**src/bpf_pkg.sv**
```systemverilog
package bpf_pkg;

  localparam int NUM_REGS = 8;
  localparam int PT_NUM = 6;

  localparam logic [2:0] REG_POINT0 = 3'd0;
  localparam logic [2:0] REG_POINT5 = 3'd5;
  localparam logic [2:0] REG_LIMIT = 3'd6;
  localparam logic [2:0] REG_SPEED = 3'd7;

  typedef logic [31:0] point_t;
  typedef point_t [PT_NUM-1:0] point_arr_t;

  localparam point_arr_t PT_RESET = {
    32'd9830700, 32'd3276900, 32'd9830500, 32'd13107400, 32'd6553800, 32'd0
  };
  localparam logic [15:0] LIMIT_RESET = 16'd600;
  localparam logic [9:0] SPEED_RESET = 10'd200;

  // step counts of the serial units
  localparam logic [4:0] MUL_STEPS = 5'd19;
  localparam logic [4:0] MOD_STEPS = 5'd17;
  localparam logic [4:0] DIV_STEPS = 5'd18;
  localparam logic [4:0] DIV3_STEPS = 5'd21;

  localparam logic [20:0] W_ONE = 21'd65536;
  localparam logic [20:0] W_FOUR = 21'd262144;

endpackage

```
**src/bspline_path_follower.sv**
```systemverilog
// Bit-serial path follower on a uniform cubic B-spline. Each tick word
// advances the lap distance by elapsed_time * travel_speed, wraps it modulo
// the lap limit, and gives the curve position (1/16 units), the 15-degree
// heading frame and the segment in use. One shift-add multiplier and
// restoring dividers retire one bit per cycle; a tick runs the advance, the wrap,
// the segment division, the powers of u, the weighted sums and the final scaling
// in that order, with the advance, the powers and the sums all on that shared
// multiplier. A new tick is taken while the previous result still waits on the
// output.
module bspline_path_follower (
  input  logic               clk,
  input  logic               rst,
  input  logic               cfg_we,
  input  logic [2:0]         cfg_index,
  input  logic [31:0]        cfg_data,
  input  logic               in_valid,
  output logic               in_ready,
  input  logic [15:0]        elapsed_time,
  output logic               out_valid,
  input  logic               out_ready,
  output logic signed [19:0] pos_x,
  output logic signed [19:0] pos_y,
  output logic [8:0]         heading_deg,
  output logic [1:0]         segment_index
);

  localparam logic [3:0] ST_IDLE = 4'd0;
  localparam logic [3:0] ST_INC  = 4'd1;
  localparam logic [3:0] ST_MOD  = 4'd2;
  localparam logic [3:0] ST_DIV  = 4'd3;
  localparam logic [3:0] ST_PWR  = 4'd4;
  localparam logic [3:0] ST_LOAD = 4'd5;
  localparam logic [3:0] ST_SUM  = 4'd6;
  localparam logic [3:0] ST_DIV3 = 4'd7;
  localparam logic [3:0] ST_DONE = 4'd8;

  bpf_pkg::point_arr_t pts;
  logic [15:0] lim;
  logic [9:0]  spd;
  logic [31:0] travelled;

  logic [3:0]  state;
  logic [4:0]  cnt;
  logic [2:0]  idx;

  logic signed [39:0] ma, acc;
  logic [18:0] mb;

  logic [16:0] dh;
  logic [15:0] dl, rm;
  logic [31:0] rem;
  logic [17:0] dsh, q;
  logic [15:0] u2, u3;
  logic [16:0] m2, m3;
  logic [20:0] sh3, q3;
  logic [1:0]  r3;
  logic        neg;
  logic signed [19:0] px, py;

  logic [15:0] lim_eff;
  assign lim_eff = (lim == 16'd0) ? 16'd1 : lim;

  // multiplier step
  logic signed [39:0] acc_n;
  assign acc_n = mb[0] ? acc + ma : acc;

  // wrap step
  logic [16:0] mt;
  logic        mge;
  logic [15:0] rm_n;
  assign mt = {rm, dh[16]};
  assign mge = mt >= {1'b0, lim_eff};
  assign rm_n = mge ? 16'(mt - {1'b0, lim_eff}) : mt[15:0];

  // segment division step
  logic [32:0] dt, big_l;
  logic        dge;
  logic [17:0] q_n;
  assign big_l = {1'b0, lim_eff, 16'd0};
  assign dt = {rem, dsh[17]};
  assign dge = dt >= big_l;
  assign q_n = {q[16:0], dge};

  // divide by three step
  logic [2:0]  t3;
  logic        ge3;
  logic [20:0] q3_n;
  logic [19:0] mag3;
  logic signed [19:0] val3;
  assign t3 = {r3, sh3[20]};
  assign ge3 = t3 >= 3'd3;
  assign q3_n = {q3[19:0], ge3};
  assign mag3 = q3_n[19:0];
  assign val3 = neg ? -$signed(mag3) : $signed(mag3);

  logic [15:0] u;
  logic [16:0] m17;
  assign u = q[15:0];
  assign m17 = 17'h10000 - {1'b0, u};

  logic [39:0] mag_s;
  assign mag_s = acc_n[39] ? 40'(-acc_n) : 40'(acc_n);

  // basis weights, scaled by six
  logic [20:0] w1f, w2f;
  assign w1f = bpf_pkg::W_FOUR + 21'({u3, 1'b0}) + 21'(u3) - 21'({u2, 2'b0})
               - 21'({u2, 1'b0});
  assign w2f = bpf_pkg::W_ONE - 21'({u3, 1'b0}) - 21'(u3) + 21'({u2, 1'b0}) + 21'(u2)
               + 21'({u, 1'b0}) + 21'(u);

  logic [2:0]  pidx;
  logic [31:0] pt;
  logic [15:0] coord;
  logic [18:0] wsel;
  assign pidx = 3'(q[17:16]) + {1'b0, idx[1:0]};
  assign pt = pts[pidx];
  assign coord = idx[2] ? pt[31:16] : pt[15:0];
  always_comb begin
    case (idx[1:0])
      2'd0: wsel = 19'(m3);
      2'd1: wsel = w1f[18:0];
      2'd2: wsel = w2f[18:0];
      default: wsel = 19'(u3);
    endcase
  end

  logic [32:0] dsum;
  assign dsum = {1'b0, travelled} + {7'd0, acc_n[25:0]};
  logic [31:0] dnew;
  logic [33:0] p34;
  assign dnew = {rm_n, dl};
  assign p34 = {2'b0, dnew} + {1'b0, dnew, 1'b0};

  logic [4:0] hq;
  assign hq = q[17:13];

  assign in_ready = (state == ST_IDLE);

  always_ff @(posedge clk) begin
    if (rst) begin
      pts <= bpf_pkg::PT_RESET;
      lim <= bpf_pkg::LIMIT_RESET;
      spd <= bpf_pkg::SPEED_RESET;
    end else if (cfg_we) begin
      unique case (cfg_index)
        bpf_pkg::REG_LIMIT: lim <= cfg_data[15:0];
        bpf_pkg::REG_SPEED: spd <= cfg_data[9:0];
        default: pts[cfg_index] <= cfg_data;
      endcase
    end
  end

  always_ff @(posedge clk) begin
    if (rst) begin
      state <= ST_IDLE;
      travelled <= 32'd0;
      out_valid <= 1'b0;
      cnt <= 5'd0;
      idx <= 3'd0;
    end else begin
      if (out_valid && out_ready && state != ST_DONE) out_valid <= 1'b0;
      unique case (state) inside
        ST_IDLE: begin
          if (in_valid) begin
            ma <= 40'(elapsed_time);
            mb <= 19'(spd);
            acc <= '0;
            cnt <= 5'd0;
            state <= ST_INC;
          end
        end
        ST_INC, ST_PWR, ST_SUM: begin
          acc <= acc_n;
          ma <= ma <<< 1;
          mb <= mb >> 1;
          cnt <= cnt + 5'd1;
          if (cnt == bpf_pkg::MUL_STEPS - 5'd1) begin
            cnt <= 5'd0;
            if (state == ST_INC) begin
              dh <= dsum[32:16];
              dl <= dsum[15:0];
              rm <= 16'd0;
              state <= ST_MOD;
            end else if (state == ST_PWR) begin
              acc <= '0;
              idx <= idx + 3'd1;
              case (idx[1:0])
                2'd0: begin
                  u2 <= acc_n[31:16];
                  ma <= 40'(acc_n[31:16]);
                  mb <= 19'(u);
                end
                2'd1: begin
                  u3 <= acc_n[31:16];
                  ma <= 40'(m17);
                  mb <= 19'(m17);
                end
                2'd2: begin
                  m2 <= acc_n[32:16];
                  ma <= 40'(acc_n[32:16]);
                  mb <= 19'(m17);
                end
                default: begin
                  m3 <= acc_n[32:16];
                  idx <= 3'd0;
                  state <= ST_LOAD;
                end
              endcase
            end else begin
              if (idx[1:0] == 2'd3) begin
                neg <= acc_n[39];
                sh3 <= mag_s[33:13];
                r3 <= 2'd0;
                q3 <= '0;
                state <= ST_DIV3;
              end else begin
                idx <= idx + 3'd1;
                state <= ST_LOAD;
              end
            end
          end
        end
        ST_MOD: begin
          rm <= rm_n;
          dh <= dh << 1;
          cnt <= cnt + 5'd1;
          if (cnt == bpf_pkg::MOD_STEPS - 5'd1) begin
            cnt <= 5'd0;
            travelled <= dnew;
            rem <= p34[33:2];
            dsh <= {p34[1:0], 16'd0};
            q <= '0;
            state <= ST_DIV;
          end
        end
        ST_DIV: begin
          rem <= dge ? 32'(dt - big_l) : dt[31:0];
          dsh <= dsh << 1;
          q <= q_n;
          cnt <= cnt + 5'd1;
          if (cnt == bpf_pkg::DIV_STEPS - 5'd1) begin
            cnt <= 5'd0;
            ma <= 40'(q_n[15:0]);
            mb <= 19'(q_n[15:0]);
            acc <= '0;
            idx <= 3'd0;
            state <= ST_PWR;
          end
        end
        ST_LOAD: begin
          ma <= 40'(signed'(coord));
          mb <= wsel;
          if (idx[1:0] == 2'd0) acc <= '0;
          cnt <= 5'd0;
          state <= ST_SUM;
        end
        ST_DIV3: begin
          r3 <= ge3 ? 2'(t3 - 3'd3) : t3[1:0];
          sh3 <= sh3 << 1;
          q3 <= q3_n;
          cnt <= cnt + 5'd1;
          if (cnt == bpf_pkg::DIV3_STEPS - 5'd1) begin
            cnt <= 5'd0;
            if (!idx[2]) begin
              px <= val3;
              idx <= 3'd4;
              state <= ST_LOAD;
            end else begin
              py <= val3;
              state <= ST_DONE;
            end
          end
        end
        ST_DONE: begin
          if (!out_valid || out_ready) begin
            pos_x <= px;
            pos_y <= py;
            heading_deg <= {hq, 4'd0} - 9'(hq);
            segment_index <= q[17:16];
            out_valid <= 1'b1;
            state <= ST_IDLE;
          end
        end
        default: state <= ST_IDLE;
      endcase
    end
  end

  a_lap_bound: assert property (@(posedge clk) disable iff (rst)
    state == ST_DIV |-> travelled < {lim_eff, 16'd0})
    else $error("distance not below lap limit");

  a_mod_rem: assert property (@(posedge clk) disable iff (rst)
    state == ST_MOD |-> rm < lim_eff)
    else $error("wrap remainder out of range");

  a_div_rem: assert property (@(posedge clk) disable iff (rst)
    state == ST_DIV |-> {1'b0, rem} < big_l)
    else $error("segment remainder out of range");

  a_seg: assert property (@(posedge clk) disable iff (rst)
    out_valid |-> segment_index != 2'd3 && heading_deg <= 9'd345)
    else $error("segment or heading out of range");

endmodule

```
**config.mk**
```make
export PLATFORM = sky130hd
export DESIGN_NAME = bspline_path_follower
export DESIGN_NICKNAME = d
export VERILOG_FILES = /design/src/bpf_pkg.sv /design/src/bspline_path_follower.sv
export SDC_FILE = /design/constraint.sdc
export NUM_CORES = 2
export LEC_CHECK = 0
export BUFFER_PORTS_ARGS = -buffer_cell sky130_fd_sc_hd__buf_2
export CAP_MARGIN = 15
export CELL_PAD_IN_SITES_DETAIL_PLACEMENT = 1
export CELL_PAD_IN_SITES_GLOBAL_PLACEMENT = 1
export CORE_ASPECT_RATIO = 0.7
export CORE_MARGIN = 2
export CORE_UTILIZATION = 50
export CTS_BUF_LIST = sky130_fd_sc_hd__clkbuf_16
export DETAILED_ROUTE_END_ITERATION = 10
export PLACE_DENSITY_LB_ADDON = 0.15
export REMOVE_ABC_BUFFERS = 1
export SLEW_MARGIN = 0
export SYNTH_ARGS = -nofsm -noshare
export SYNTH_HDL_FRONTEND = slang
export SYNTH_SLANG_ARGS = --single-unit
```
**constraint.sdc**
```tcl
create_clock -name clk -period 8.9 [get_ports clk]
set_input_delay 0 -clock clk [delete_from_list [all_inputs] [get_ports clk]]
set_output_delay 0 -clock clk [all_outputs]
set_load 0.05 [all_outputs]
```
==> impl_metrics.json <==
{
  "status": "complete, no violations",
  "n_fill_cell": 8390,
  "r2r-end": "rem[28]",
  "finalHoldWorstSlack_ns": 0.03376,
  "avgSynthCellArea_um2": 9.731,
  "drv_slew": 0,
  "crit_required_ns": 9.29,
  "cp-start-kind": "register",
  "yosys.area.top_type": "edfxtp_1",
  "h-tree-depth": 3,
  "power_density_nw_per_um2": 276.5,
  "endpoint_kind": "register",
  "r2r_slack_ns": 2.25,
  "min_period_over_period_pct": 74.73,
  "first_iter_violations": 2966,
  "wl_per_cell_um": 24.54,
  "worstSetupStartpoint": "lim[3]",
  "finalClockSkew_ns": 0.02580,
  "dieArea_um2": 78430,
  "remaining_drc_errors": 0,
  "async_flop_share_pct": 0,
  "die_w_um": 333.9,
  "core_area_um2": 75250,
  "yosysUniqueCellTypes": 91,
  "crit_end": "rem[28]",
  "arrival_ns": 7.04,
  "relSlewSlack_pct": 22.55,
  "min_period_ns": 6.651,
  "cts_buffers": 69,
  "synth_edf_count": 383,
  "timing.rr.start": "lim[3]",
  "ctsRootBufferMaster": "clkbuf_16",
  "final_nets": 4343,
  "initial_core_util_pct": 50.61,
  "hold_path_class": "input pin to register",
  "synth_top_area_share_pct": 30.20,
  "synthCells": 3914,
  "rr_worst_depth": 24,
  "synthTopCellsByArea": "edfxtp_1, dfxtp_1, nand2_1",
  "portBuffers": 108,
  "vias": 30940,
  "row_count": 84,
  "overflow": 0,
  "maxCapViolCount": 0,
  "netlist_area_um2": 38090,
  "critPathMaxFanout": 8,
  "vias_per_cell": 6.127,
  "routabilityCongestion": 0.9170,
  "cts_setup_buffers": 0,
  "setup_slack_ns": 2.249,
  "clk_pin_slew_ns": 0.07,
  "cts_tree": "done",
  "drtAntennaViolNets": 0,
  "antenna_found_initial": 4,
  "ios": 109,
  "utilization_pct": 56.43,
  "clock_latency_ns": 0.65,
  "fmax_mhz": 150.4,
  "finalHoldViolations": 0,
  "die_height_um": 234.9,
  "dp_hpwl_um": 87100,
  "yosys_warnings": 0,
  "grt_setup_unrepaired": "no",
  "peakVddDrop_v": 0.0001855,
  "grt_usage_pct": 31.37,
  "grt_pass1_wl_um": 190800,
  "cts_sinks": 646,
  "yosysMostFrequentCell": "nand2_1",
  "drtPass1Iterations": 5,
  "grt_pass1_vias": 31320,
  "area_growth_pct": 11.49,
  "tightest_slew_ns": 1.150,
  "yosys-top-cells-count": "nand2_1, a21oi_1, edfxtp_1, dfxtp_1, nor2_1",
  "synth-main-ff-cell": "edfxtp_1",
  "clockBufferDepth": 3,
  "finalSetupViolCount": 0,
  "wl_um": 123900,
  "setup_tns_ns": 0,
  "yosysSeqAreaShare_pct": 44.02,
  "critPathKind": "register to register",
  "grt_max_degree": 99,
  "dp_slack_ns": 2.420,
  "final_layout_size_suffix_gt1_share_pct": 9.759,
  "p_leak_nw": 16.22,
  "synth_seq_cells": 646
}
==> per-stage QoR <==
stage | total power [mW] | cells | instance area (µm²)
floorplan | 7.087 | 3711 | 37300
global placement | 8.490 | 4869 | 39690
detailed placement | 8.663 | 4869 | 39690
CTS | 11.65 | 5046 | 42450
global route | 12.32 | 5048 | 42460
finish | 11.74 | 5049 | 42460
==> power by group <==
| part | leakage, nW | internal (mW) | switching, mW |
|---|---|---|---|
| Combinational | 9.42 | 1.74 | 3.17 |
| Sequential | 5.66 | 3.69 | 0.171 |
| Clock | 1.14 | 1.64 | 1.32 |
==> cell families (layout without fill, tap and decap cells) <==
| group | count (synthesis) | in the layout | share of synthesized area, % |
|---|---|---|---|
| AO/OA/AOI/OAI | 968 | 968 | 16.05 |
| other | 0 | 2 | 0 |
| XOR/XNOR | 203 | 203 | 4.668 |
| adder cells (fa/ha/maj) | 288 | 288 | 11.37 |
| flip-flops | 646 | 646 | 44.02 |
| AND/OR/NAND/NOR | 1299 | 1299 | 15.43 |
| multiplexers | 106 | 106 | 4.405 |
| buffers and inverters | 404 | 548 | 4.057 |
==> worst min-delay path by stage <==
| stage | slack, ns | end | depth (start not counted) | from |
|---|---|---|---|---|
| after floorplan | 0.07 | idx[1] | 1 | rst |
| after global placement | 0.29 | out_valid | 3 | out_ready |
| after detailed placement | 0.30 | pts[121] | 3 | cfg_data[25] |
| after CTS | 0.008 | pts[25] | 5 | cfg_index[1] |
| after global routing | 0.04 | pts[3] | 5 | cfg_index[1] |
| final | 0.03 | spd[0] | 5 | cfg_index[0] |
==> registers in the layout, indices dropped and copies added, names as in the netlist, 18 cells and up <==
name and flops:
px 20, rem 32, acc 40, sh3 21, pos_y 20, mb 19, pts 192, pos_x 20
q3 19, travelled 32, py 20, q 18, ma 40
==> per-layer routing <==
layer,part of all wire (%),wire (µm),up-vias,global-route usage [%]
li1,-,-,14140,-
met1,47,58430,15620,47.43
met2,42,52560,1021,45.56
met3,8.3,10250,149,6.850
met4,2.2,2677,2,7.576
met5,0.0089,11,-,0
==> worst max-delay path, cell delays in order, from the launching register on <==
cell      delay, ns
dfxtp_1        0.31
nor4_1         0.40
a41o_1         0.37
ha_1           0.21
nor2b_1        0.05
o21ai_0        0.19
a21boi_0       0.14
o21ai_0        0.37
a31oi_1        0.20
nor4_4         0.59
nor2_1         0.09
a21oi_1        0.24
inv_1          0.12
ha_1           0.36
a21o_1         0.19
a21oi_1        0.13
o21ai_0        0.22
maj3_1         0.41
mux2_2         0.30
a41o_1         0.27
a41o_1         0.29
o21ai_0        0.22
a21boi_0       0.14
or3_1          0.33
a31o_2         0.25
==> cell usage in the layout (no fill, tap or decap), types with 16 or more instances in the layout <==
cell and n:
a211oi_1 35, clkinv_2 17, dlygate4sd3_1 51, nand2_1 661, and3_1 25, nand4_1 20, a221o_1 22, o31ai_1 26
clkbuf_16 69, xnor2_1 143, a221oi_1 40, inv_1 209, o21bai_1 20, nor2_1 250, nand3_1 31, o21ai_0 163
nand2b_1 36, a31oi_1 18, xor2_1 59, edfxtp_1 383, buf_4 61, and2_1 41, nand3b_1 41, fa_1 97
mux2i_1 45, o211ai_1 16, nor2b_1 34, dfxtp_1 262, nor3_1 54, a21oi_1 392, o21a_1 24, or3_1 19
ha_1 185, mux4_2 48, buf_2 107, a21o_1 89
==> final cells by class <==
class                           count  area, µm²  share of cell area (%)
Clock inverter                     57      525.5                   1.238
Multi-Input combinational cell   2864      19920                   46.92
Antenna cell                        2      5.005                 0.01179
Tap cell                          989       1237                   2.914
Inverter                          201      754.5                   1.777
Timing Repair Buffer              221       1523                   3.586
Clock buffer                       69       1727                   4.066
Sequential cell                   646      16770                   39.49
==> what timing repair did <==
action / 4_1_cts / 5_1_grt
hold buffers: 51 / 0
endpoints found under the hold margin: 247 / 0
resized for setup: 0 / 0
(Power assumes the default switching activity.)
